--- src/rtl/vsp_pkg.sv ---
// Package for the version-spec parser: phase and operator codes, character
// constants, state and result structs, and the output width helper.
// Depends on nothing; every rtl file imports it.
package vsp_pkg;

    // Number and store sizing.
    localparam int NUM_BITS    = 16;
    localparam int PRE_STORE   = 32;
    localparam int BUILD_STORE = 32;
    localparam int OUT_W       = 16;
    localparam int WIDE_W      = NUM_BITS + 4;
    localparam int MAX_STORE   = (PRE_STORE > BUILD_STORE) ? PRE_STORE : BUILD_STORE;
    localparam int CNT_W       = (MAX_STORE > 2) ? $clog2(MAX_STORE) : 1;
    localparam int RADIX       = 10;

    localparam logic [NUM_BITS-1:0] NUM_MAX = '1;

    // Characters that steer the parse.
    localparam logic [7:0] CH_NUL   = 8'h00;
    localparam logic [7:0] CH_CARET = 8'h5E;
    localparam logic [7:0] CH_TILDE = 8'h7E;
    localparam logic [7:0] CH_GT    = 8'h3E;
    localparam logic [7:0] CH_LT    = 8'h3C;
    localparam logic [7:0] CH_EQ    = 8'h3D;
    localparam logic [7:0] CH_STAR  = 8'h2A;
    localparam logic [7:0] CH_DASH  = 8'h2D;
    localparam logic [7:0] CH_PLUS  = 8'h2B;
    localparam logic [7:0] CH_DOT   = 8'h2E;
    localparam logic [7:0] CH_ZERO  = 8'h30;
    localparam logic [7:0] CH_NINE  = 8'h39;

    // Kinds of emitted text.
    localparam logic [1:0] KIND_NONE  = 2'd0;
    localparam logic [1:0] KIND_PRE   = 2'd1;
    localparam logic [1:0] KIND_BUILD = 2'd2;
    localparam logic [1:0] KIND_BAD   = 2'd3;

    typedef enum logic [2:0] {
        OP_ANY   = 3'd0,
        OP_EXACT = 3'd1,
        OP_CARET = 3'd2,
        OP_TILDE = 3'd3,
        OP_GTE   = 3'd4,
        OP_GT    = 3'd5,
        OP_LTE   = 3'd6,
        OP_LT    = 3'd7
    } t_op;

    typedef enum logic [3:0] {
        PH_START,
        PH_PX_CARET,
        PH_PX_TILDE,
        PH_PX_GT,
        PH_PX_LT,
        PH_PX_EQ,
        PH_ANY,
        PH_MAJ0,
        PH_MAJ,
        PH_MIN0,
        PH_MIN,
        PH_PAT0,
        PH_PAT,
        PH_PRE,
        PH_BLD,
        PH_TRAIL
    } t_phase;

    typedef struct packed {
        t_phase              phase;
        t_op                 op;
        logic [NUM_BITS-1:0] major;
        logic [NUM_BITS-1:0] minor;
        logic [NUM_BITS-1:0] patch;
        logic [CNT_W-1:0]    cnt;
        logic                failed;
        logic                ovf;
    } t_state;

    typedef struct packed {
        logic [1:0]       kind;
        logic [7:0]       pch;
        logic             done;
        logic             valid;
        t_op              op;
        logic [OUT_W-1:0] major;
        logic [OUT_W-1:0] minor;
        logic [OUT_W-1:0] patch;
        logic             ovf;
    } t_result;

    localparam t_state ST_RESET = '{
        phase:  PH_START,
        op:     OP_EXACT,
        major:  '0,
        minor:  '0,
        patch:  '0,
        cnt:    '0,
        failed: 1'b0,
        ovf:    1'b0
    };

    // Fit an accumulator into the result field width.
    function automatic logic [OUT_W-1:0] to_out(input logic [NUM_BITS-1:0] num);
        logic [OUT_W+NUM_BITS-1:0] ext;
        ext = {{OUT_W{1'b0}}, num};
        return ext[OUT_W-1:0];
    endfunction

endpackage

--- src/rtl/version_spec_parser.sv ---
// Top level of the version-spec parser: parse state register, step logic
// and the result register with its handshake.
// Depends on vsp_pkg and vsp_step.
//
//  channel | direction | handshake                 | payload
//  --------+-----------+---------------------------+---------------------------------
//  in      | input     | i_in_valid / o_in_ready   | i_text_char, i_last
//  out     | output    | o_out_valid / i_out_ready | o_char_kind ... o_num_overflow
//
// An accepted item's result is written to the result register on the edge that accepts it.
// One item can be accepted every cycle; the parse state feeds back in one step.
// A stalled result holds the input side only while the result register is full
// and not being taken in the same cycle.
// Synchronous active-low reset clears the parse state and the result valid.
module version_spec_parser (
    input  logic        i_clk,
    input  logic        i_rst_n,
    input  logic        i_in_valid,
    output logic        o_in_ready,
    input  logic [7:0]  i_text_char,
    input  logic        i_last,
    output logic        o_out_valid,
    input  logic        i_out_ready,
    output logic [1:0]  o_char_kind,
    output logic [7:0]  o_part_char,
    output logic        o_done_res,
    output logic        o_valid_res,
    output logic [2:0]  o_op_code,
    output logic [15:0] o_major_num,
    output logic [15:0] o_minor_num,
    output logic [15:0] o_patch_num,
    output logic        o_num_overflow
);
    import vsp_pkg::*;

    t_state  r_state;
    t_state  n_state;
    t_result n_res;
    t_result r_res;
    logic    r_out_valid;
    logic    n_out_valid;
    logic    w_in_acc;

    // Step logic for the current character.
    vsp_step u_step (
        .i_text_char (i_text_char),
        .i_last      (i_last),
        .i_state     (r_state),
        .o_state     (n_state),
        .o_res       (n_res)
    );

    // Accept whenever the result register is free or drains this cycle.
    assign o_in_ready  = !r_out_valid || i_out_ready;
    assign w_in_acc    = i_in_valid && o_in_ready;
    assign n_out_valid = w_in_acc || (r_out_valid && !i_out_ready);

    // Parse state and result valid.
    always_ff @(posedge i_clk) begin
        if (!i_rst_n) begin
            r_state     <= ST_RESET;
            r_out_valid <= 1'b0;
        end else begin
            r_out_valid <= n_out_valid;
            if (w_in_acc) begin
                r_state <= n_state;
            end
        end
    end

    // Result payload.
    always_ff @(posedge i_clk) begin
        if (w_in_acc) begin
            r_res <= n_res;
        end
    end

    assign o_out_valid    = r_out_valid;
    assign o_char_kind    = r_res.kind;
    assign o_part_char    = r_res.pch;
    assign o_done_res     = r_res.done;
    assign o_valid_res    = r_res.valid;
    assign o_op_code      = r_res.op;
    assign o_major_num    = r_res.major;
    assign o_minor_num    = r_res.minor;
    assign o_patch_num    = r_res.patch;
    assign o_num_overflow = r_res.ovf;

    // Every accepted item leaves a result behind it.
    a_acc_gives_result: assert property (@(posedge i_clk) disable iff (!i_rst_n)
        w_in_acc |=> r_out_valid)
        else $error("accepted item produced no result");

    // The end of a string restores the start-of-string state.
    a_end_restarts: assert property (@(posedge i_clk) disable iff (!i_rst_n)
        (w_in_acc && n_res.done) |=>
        (r_state.phase == PH_START && r_state.cnt == '0 &&
         !r_state.failed && !r_state.ovf))
        else $error("parse state not restarted after string end");

    // Validity is only reported on the final result of a string.
    a_valid_on_done: assert property (@(posedge i_clk) disable iff (!i_rst_n)
        r_out_valid |-> (!r_res.valid || r_res.done))
        else $error("valid flag on a result that is not final");

    // Emitted text never carries the unused kind code.
    a_kind_legal: assert property (@(posedge i_clk) disable iff (!i_rst_n)
        r_out_valid |-> (r_res.kind != KIND_BAD))
        else $error("illegal char kind");

endmodule

--- src/rtl/vsp_step.sv ---
// One-character step of the version-spec parser: prefix decode, version
// field parse with saturating decimal accumulate, and the result fields.
// Depends on vsp_pkg.
module vsp_step (
    input  logic [7:0]      i_text_char,
    input  logic            i_last,
    input  vsp_pkg::t_state i_state,
    output vsp_pkg::t_state o_state,
    output vsp_pkg::t_result o_res
);
    import vsp_pkg::*;

    t_state              ns;
    t_phase              vp;
    logic                do_ver;
    logic                end_s;
    logic                is_dig;
    logic                tgt_maj;
    logic                tgt_min;
    logic [NUM_BITS-1:0] acc_in;
    logic [WIDE_W-1:0]   wide;
    logic                sat;
    logic [NUM_BITS-1:0] sum;
    logic [1:0]          kind;
    logic [7:0]          pch;

    // Shared saturating multiply-by-ten and add for the selected number.
    // A character at the start or after a pending prefix goes to the major number.
    always_comb begin
        is_dig  = (i_text_char >= CH_ZERO) && (i_text_char <= CH_NINE);
        tgt_maj = (i_state.phase == PH_START) || (i_state.phase == PH_PX_CARET) ||
                  (i_state.phase == PH_PX_TILDE) || (i_state.phase == PH_PX_GT) ||
                  (i_state.phase == PH_PX_LT) || (i_state.phase == PH_PX_EQ) ||
                  (i_state.phase == PH_MAJ0) || (i_state.phase == PH_MAJ);
        tgt_min = (i_state.phase == PH_MIN0) || (i_state.phase == PH_MIN);
        acc_in  = tgt_maj ? i_state.major : (tgt_min ? i_state.minor : i_state.patch);
        wide    = WIDE_W'(acc_in) * WIDE_W'(RADIX)
                + WIDE_W'(i_text_char[3:0]);
        sat     = wide > WIDE_W'(NUM_MAX);
        sum     = sat ? NUM_MAX : wide[NUM_BITS-1:0];
    end

    // Prefix decode, then the version part of the character.
    always_comb begin
        ns     = i_state;
        vp     = i_state.phase;
        do_ver = 1'b0;
        kind   = KIND_NONE;
        pch    = '0;
        if (i_text_char == CH_NUL) begin
            end_s = 1'b1;
            if (i_state.phase == PH_START) begin
                ns.op    = OP_ANY;
                ns.phase = PH_ANY;
            end
        end else begin
            end_s = i_last;
            unique case (i_state.phase)
                PH_START: begin
                    unique case (i_text_char)
                        CH_CARET: begin ns.op = OP_CARET; ns.phase = PH_PX_CARET; end
                        CH_TILDE: begin ns.op = OP_TILDE; ns.phase = PH_PX_TILDE; end
                        CH_GT:    begin ns.op = OP_GT;    ns.phase = PH_PX_GT;    end
                        CH_LT:    begin ns.op = OP_LT;    ns.phase = PH_PX_LT;    end
                        CH_EQ:    begin ns.op = OP_EXACT; ns.phase = PH_PX_EQ;    end
                        CH_STAR:  begin ns.op = OP_ANY;   ns.phase = PH_ANY;      end
                        default: begin
                            ns.op  = OP_EXACT;
                            vp     = PH_MAJ0;
                            do_ver = 1'b1;
                        end
                    endcase
                end
                PH_PX_CARET, PH_PX_TILDE, PH_PX_GT, PH_PX_LT, PH_PX_EQ: begin
                    if (i_text_char == CH_EQ) begin
                        if (i_state.phase == PH_PX_GT) begin
                            ns.op = OP_GTE; ns.phase = PH_MAJ0;
                        end else if (i_state.phase == PH_PX_LT) begin
                            ns.op = OP_LTE; ns.phase = PH_MAJ0;
                        end else if (i_state.phase == PH_PX_EQ) begin
                            ns.op = OP_EXACT; ns.phase = PH_MAJ0;
                        end else begin
                            ns.op     = OP_EXACT;
                            ns.failed = 1'b1;
                            ns.phase  = PH_TRAIL;
                        end
                    end else if (i_state.phase == PH_PX_EQ) begin
                        ns.failed = 1'b1;
                        ns.phase  = PH_TRAIL;
                    end else begin
                        vp     = PH_MAJ0;
                        do_ver = 1'b1;
                    end
                end
                default: do_ver = 1'b1;
            endcase
        end

        if (do_ver) begin
            unique case (vp)
                PH_MAJ0, PH_MAJ: begin
                    if (is_dig) begin
                        ns.phase = PH_MAJ;
                        ns.major = sum;
                        ns.ovf   = i_state.ovf | sat;
                    end else if (vp == PH_MAJ && i_text_char == CH_DOT) begin
                        ns.phase = PH_MIN0;
                    end else begin
                        ns.failed = 1'b1;
                        ns.phase  = PH_TRAIL;
                    end
                end
                PH_MIN0, PH_MIN: begin
                    if (is_dig) begin
                        ns.phase = PH_MIN;
                        ns.minor = sum;
                        ns.ovf   = i_state.ovf | sat;
                    end else if (vp == PH_MIN && i_text_char == CH_DOT) begin
                        ns.phase = PH_PAT0;
                    end else begin
                        ns.failed = 1'b1;
                        ns.phase  = PH_TRAIL;
                    end
                end
                PH_PAT0, PH_PAT: begin
                    if (is_dig) begin
                        ns.phase = PH_PAT;
                        ns.patch = sum;
                        ns.ovf   = i_state.ovf | sat;
                    end else if (vp == PH_PAT0) begin
                        ns.failed = 1'b1;
                        ns.phase  = PH_TRAIL;
                    end else if (i_text_char == CH_DASH) begin
                        ns.phase = PH_PRE;
                        ns.cnt   = '0;
                    end else if (i_text_char == CH_PLUS) begin
                        ns.phase = PH_BLD;
                        ns.cnt   = '0;
                    end else begin
                        ns.phase = PH_TRAIL;
                    end
                end
                PH_PRE: begin
                    if (i_text_char == CH_PLUS) begin
                        ns.phase = PH_BLD;
                        ns.cnt   = '0;
                    end else if (i_state.cnt < CNT_W'(PRE_STORE - 1)) begin
                        kind   = KIND_PRE;
                        pch    = i_text_char;
                        ns.cnt = i_state.cnt + 1'b1;
                    end else begin
                        ns.phase = PH_TRAIL;
                    end
                end
                PH_BLD: begin
                    if (i_state.cnt < CNT_W'(BUILD_STORE - 1)) begin
                        kind   = KIND_BUILD;
                        pch    = i_text_char;
                        ns.cnt = i_state.cnt + 1'b1;
                    end else begin
                        ns.phase = PH_TRAIL;
                    end
                end
                default: ;
            endcase
        end
    end

    // Result fields and the state handed back; the string end restarts.
    always_comb begin
        o_res.kind  = kind;
        o_res.pch   = pch;
        o_res.done  = end_s;
        o_res.valid = end_s && !ns.failed &&
                      (ns.phase == PH_ANY || ns.phase == PH_PAT ||
                       ns.phase == PH_PRE || ns.phase == PH_BLD ||
                       ns.phase == PH_TRAIL);
        o_res.op    = ns.op;
        o_res.major = to_out(ns.major);
        o_res.minor = to_out(ns.minor);
        o_res.patch = to_out(ns.patch);
        o_res.ovf   = ns.ovf;
        o_state     = end_s ? ST_RESET : ns;
    end

endmodule
--- config.mk ---
export PLATFORM = sky130hd
export DESIGN_NAME = version_spec_parser
export DESIGN_NICKNAME = d
export VERILOG_FILES = /design/src/rtl/vsp_pkg.sv /design/src/rtl/version_spec_parser.sv /design/src/rtl/vsp_step.sv
export SDC_FILE = /design/constraint.sdc
export NUM_CORES = 1
export LEC_CHECK = 0
export BUFFER_PORTS_ARGS = -buffer_cell sky130_fd_sc_hd__buf_2
export CAP_MARGIN = 20
export CORE_MARGIN = 4
export CORE_UTILIZATION = 54
export DETAILED_ROUTE_END_ITERATION = 12
export PLACE_DENSITY = 0.85
export SKIP_CTS_REPAIR_TIMING = 1
export SLEW_MARGIN = 20
export SYNTH_ARGS = -nofsm -noshare
export SYNTH_HDL_FRONTEND = slang
export SYNTH_SLANG_ARGS = --single-unit
--- constraint.sdc ---
create_clock -name i_clk -period 5.7 [get_ports i_clk]
set_input_delay 0.57 -clock i_clk [delete_from_list [all_inputs] [get_ports i_clk]]
set_output_delay 0.57 -clock i_clk [all_outputs]
set_load 0.01 [all_outputs]
==> flow_summary.json <==
{
  "io_buffers": 78,
  "grt_max_degree": 99,
  "synth-seq-cells": 127,
  "yosysTopAreaCell": "edfxtp_1",
  "die_area_sq_um": 16400,
  "grt_first_pass_wirelength_mm": 35.9,
  "pwr-share-comb_pct": 43.2,
  "cts_tree": "done",
  "rsz0062_at_grt": "no",
  "synthCells": 895,
  "drt-vias-per-instance": 6.70,
  "ys.flop_type": "edfxtp_1",
  "drive_above_1_share_pct": 15.8,
  "outcome": "finished clean",
  "antennaDiodeCount": 0,
  "power_leakage_nw": 3.65,
  "htree_levels": 4,
  "crit_required_ns": 5.82,
  "post-route-drc-count": 0,
  "hold-worst-slack_ns": 0.388,
  "nets": 1003,
  "path_clk_slew_ns": 0.06,
  "stdcell_area_sq_um": 8960,
  "syn_avg_cell_area_sq_um": 8.69,
  "finClkSkew_ns": 0.00961,
  "dpl.hpwl_mm": 15.4,
  "maxSlewViolCount": 0,
  "antenna_found_initial": 0,
  "holdCritStartpoint": "i_in_valid",
  "synth.distinct_cells": 75,
  "yosysWarnings": 0,
  "synth-edff-count": 64,
  "setup_viol_count_final": 0,
  "routed_wl_mm": 22.8,
  "fin_ws_ns": 0.234,
  "pre_cts_ws_ns": 0.0265,
  "drt_pass1_iterations": 5,
  "start_util_pct": 55.6,
  "synth-seq-area-share_pct": 40.9,
  "layout_common_cells": "nor2_1, a31oi_1, o21ai_0, buf_2, edfxtp_1",
  "final_common_cell": "nor2_1",
  "ctsRootBufferMaster": "clkbuf_16",
  "p_sw_share_pct": 40.3,
  "synthArstFlopShare_pct": 0,
  "synth_area_sq_um": 7770,
  "p_switching_mw": 1.56,
  "power.total_mw": 3.87,
  "cts_buffers": 17,
  "place_area_sq_um": 8290,
  "ant_nets": 0,
  "fmax_mhz": 183,
  "power_frac_seq_pct": 27.3,
  "p_int_mw": 2.31,
  "gp_congestion": 1.01,
  "crit_arrival_ns": 5.58,
  "synth_top_area_share_pct": 24.7,
  "num_rows": 43,
  "route.vias.total": 7703,
  "ios": 79,
  "synth.area.top_cells": "edfxtp_1, dfxtp_1, a31oi_1, nor2_1, ha_1",
  "wl_per_cell_um": 19.8,
  "clk_latency_ns": 0.43,
  "area_growth_pct": 15.3,
  "cap_violations": 0,
  "critPathKind": "flip-flop to flip-flop",
  "grt.total_usage_pct": 27.3,
  "r2r_start": "r_state[61]",
  "drt_iter0_markers": 1235,
  "synth_fp_nets": 942,
  "layout_min_cycle_time_ns": 5.47,
  "fin_crit_sh_pct": 95.9,
  "crit_path_start": "r_state[61]",
  "relSlewSlack_pct": 40.9,
  "startpoint_type": "flip-flop",
  "finalHoldViolations": 0,
  "min_path_type": "primary input to flip-flop",
  "grt_overflow": 0,
  "core_sq_um": 14000,
  "die_h_um": 128,
  "crit_path_max_fanout": 25,
  "cts_buffer_depth": 2,
  "die_w_um": 128,
  "final_core_util_pct": 64.1,
  "grt_pass1_vias": 6808,
  "power_density_nw_per_um2": 431,
  "peakVddDrop_uv": 282,
  "cts.sinks": 127,
  "worst_setup_path_end_kind": "flip-flop",
  "clockPowerShare_pct": 29.5,
  "worst_slew_pin_slew_ns": 0.875
}
-- power by group through the flow --
stage	clock network, mW	logic [mW]	registers [mW]
floorplan	0	1.17	1.08
global placement	0	1.57	1.07
detailed placement	0	1.57	1.07
CTS	1.14	1.58	1.05
global route	1.19	1.80	1.06
finish	1.14	1.67	1.05
-- logic make-up (layout without fill, tap and decap cells) --
kind of cell	Yosys count	count (layout)	share of synthesized area (%)
simple gates	295	295	18.3
buf+inv	84	158	4.65
xor+xnor	24	24	2.70
flops	127	127	40.9
compound gates	330	330	27.6
mux	1	1	0.145
fa+ha+maj	34	34	5.66
-- final timing paths --
path | end | slack [ns] | depth (start not counted)
min reg2reg | r_state[0] | 0.49 | 2
max | o_major_num[14] | 0.23 | 19
min | o_out_valid | 0.39 | 3
max reg2reg | o_major_num[14] | 0.23 | 19
-- critical path, cell delays in order (launching register included) --
cell and delay [ns]:
dfxtp_1 0.41, buf_4 0.18, inv_1 0.11, o22a_2 0.27, o22ai_1 0.21, nor2_2 0.09, ha_1 0.28, ha_1 0.25
fa_1 0.46, a21o_1 0.24, a311oi_2 0.33, nor2_1 0.12, or4_1 0.54, or4_1 0.57, a221oi_2 0.26, o2111ai_1 0.16
a22oi_2 0.14, buf_4 0.18, clkbuf_16 0.21, a31oi_1 0.14
-- routing by layer --
| metal | GRT usage, % | wire, um | vias to the layer above | part of all wire [%] |
|---|---|---|---|---|
| met5 | 0 | 0 | - | 0 |
| met4 | 10.1 | 576 | 0 | 2.5 |
| met3 | 5.13 | 2150 | 59 | 9.5 |
| met2 | 41.1 | 10400 | 482 | 46 |
| met1 | 39.1 | 9590 | 3635 | 42 |
| li1 | - | - | 3527 | - |
-- cell type report --
type	count	area, sq um
Inverter	25	93.8
Tap cell	180	225
Fill cell	1136	5020
Clock inverter	14	179
Sequential cell	127	3180
Clock buffer	18	439
Multi-Input combinational cell	684	4250
Timing Repair Buffer	101	592
-- registers in the layout, summed over array words and instances, names as in the netlist --
register        cells
r_state            62
o_valid_res         1
o_num_overflow      1
o_minor_num        16
o_done_res          1
o_out_valid         1
o_char_kind         2
o_op_code           3
o_patch_num        16
o_part_char         8
o_major_num        16
-- Yosys cell counts (all sizes together), types with 7 or more instances --
cell type,instances
nand4,9
nor2,122
dfxtp,63
or3,8
nor2b,14
a21oi,37
buf,20
a211oi,8
edfxtp,64
xnor2,14
inv,22
clkbuf,38
o21ai,85
a22oi,19
nor3,14
nand2,52
xor2,10
nand3,15
and2,18
a31oi,79
ha,32
a21o,14
o22ai,17
a21boi,8
and3,7
-- stage by stage --
step / TNS (ns) / std cells
finish: 0 / 1149
global route: 0 / 1149
CTS: -0.0722 / 1146
detailed placement: 0 / 1114
global placement: 0 / 1114
floorplan: 0 / 895
Note: power is estimated with default switching activity, not from simulation.
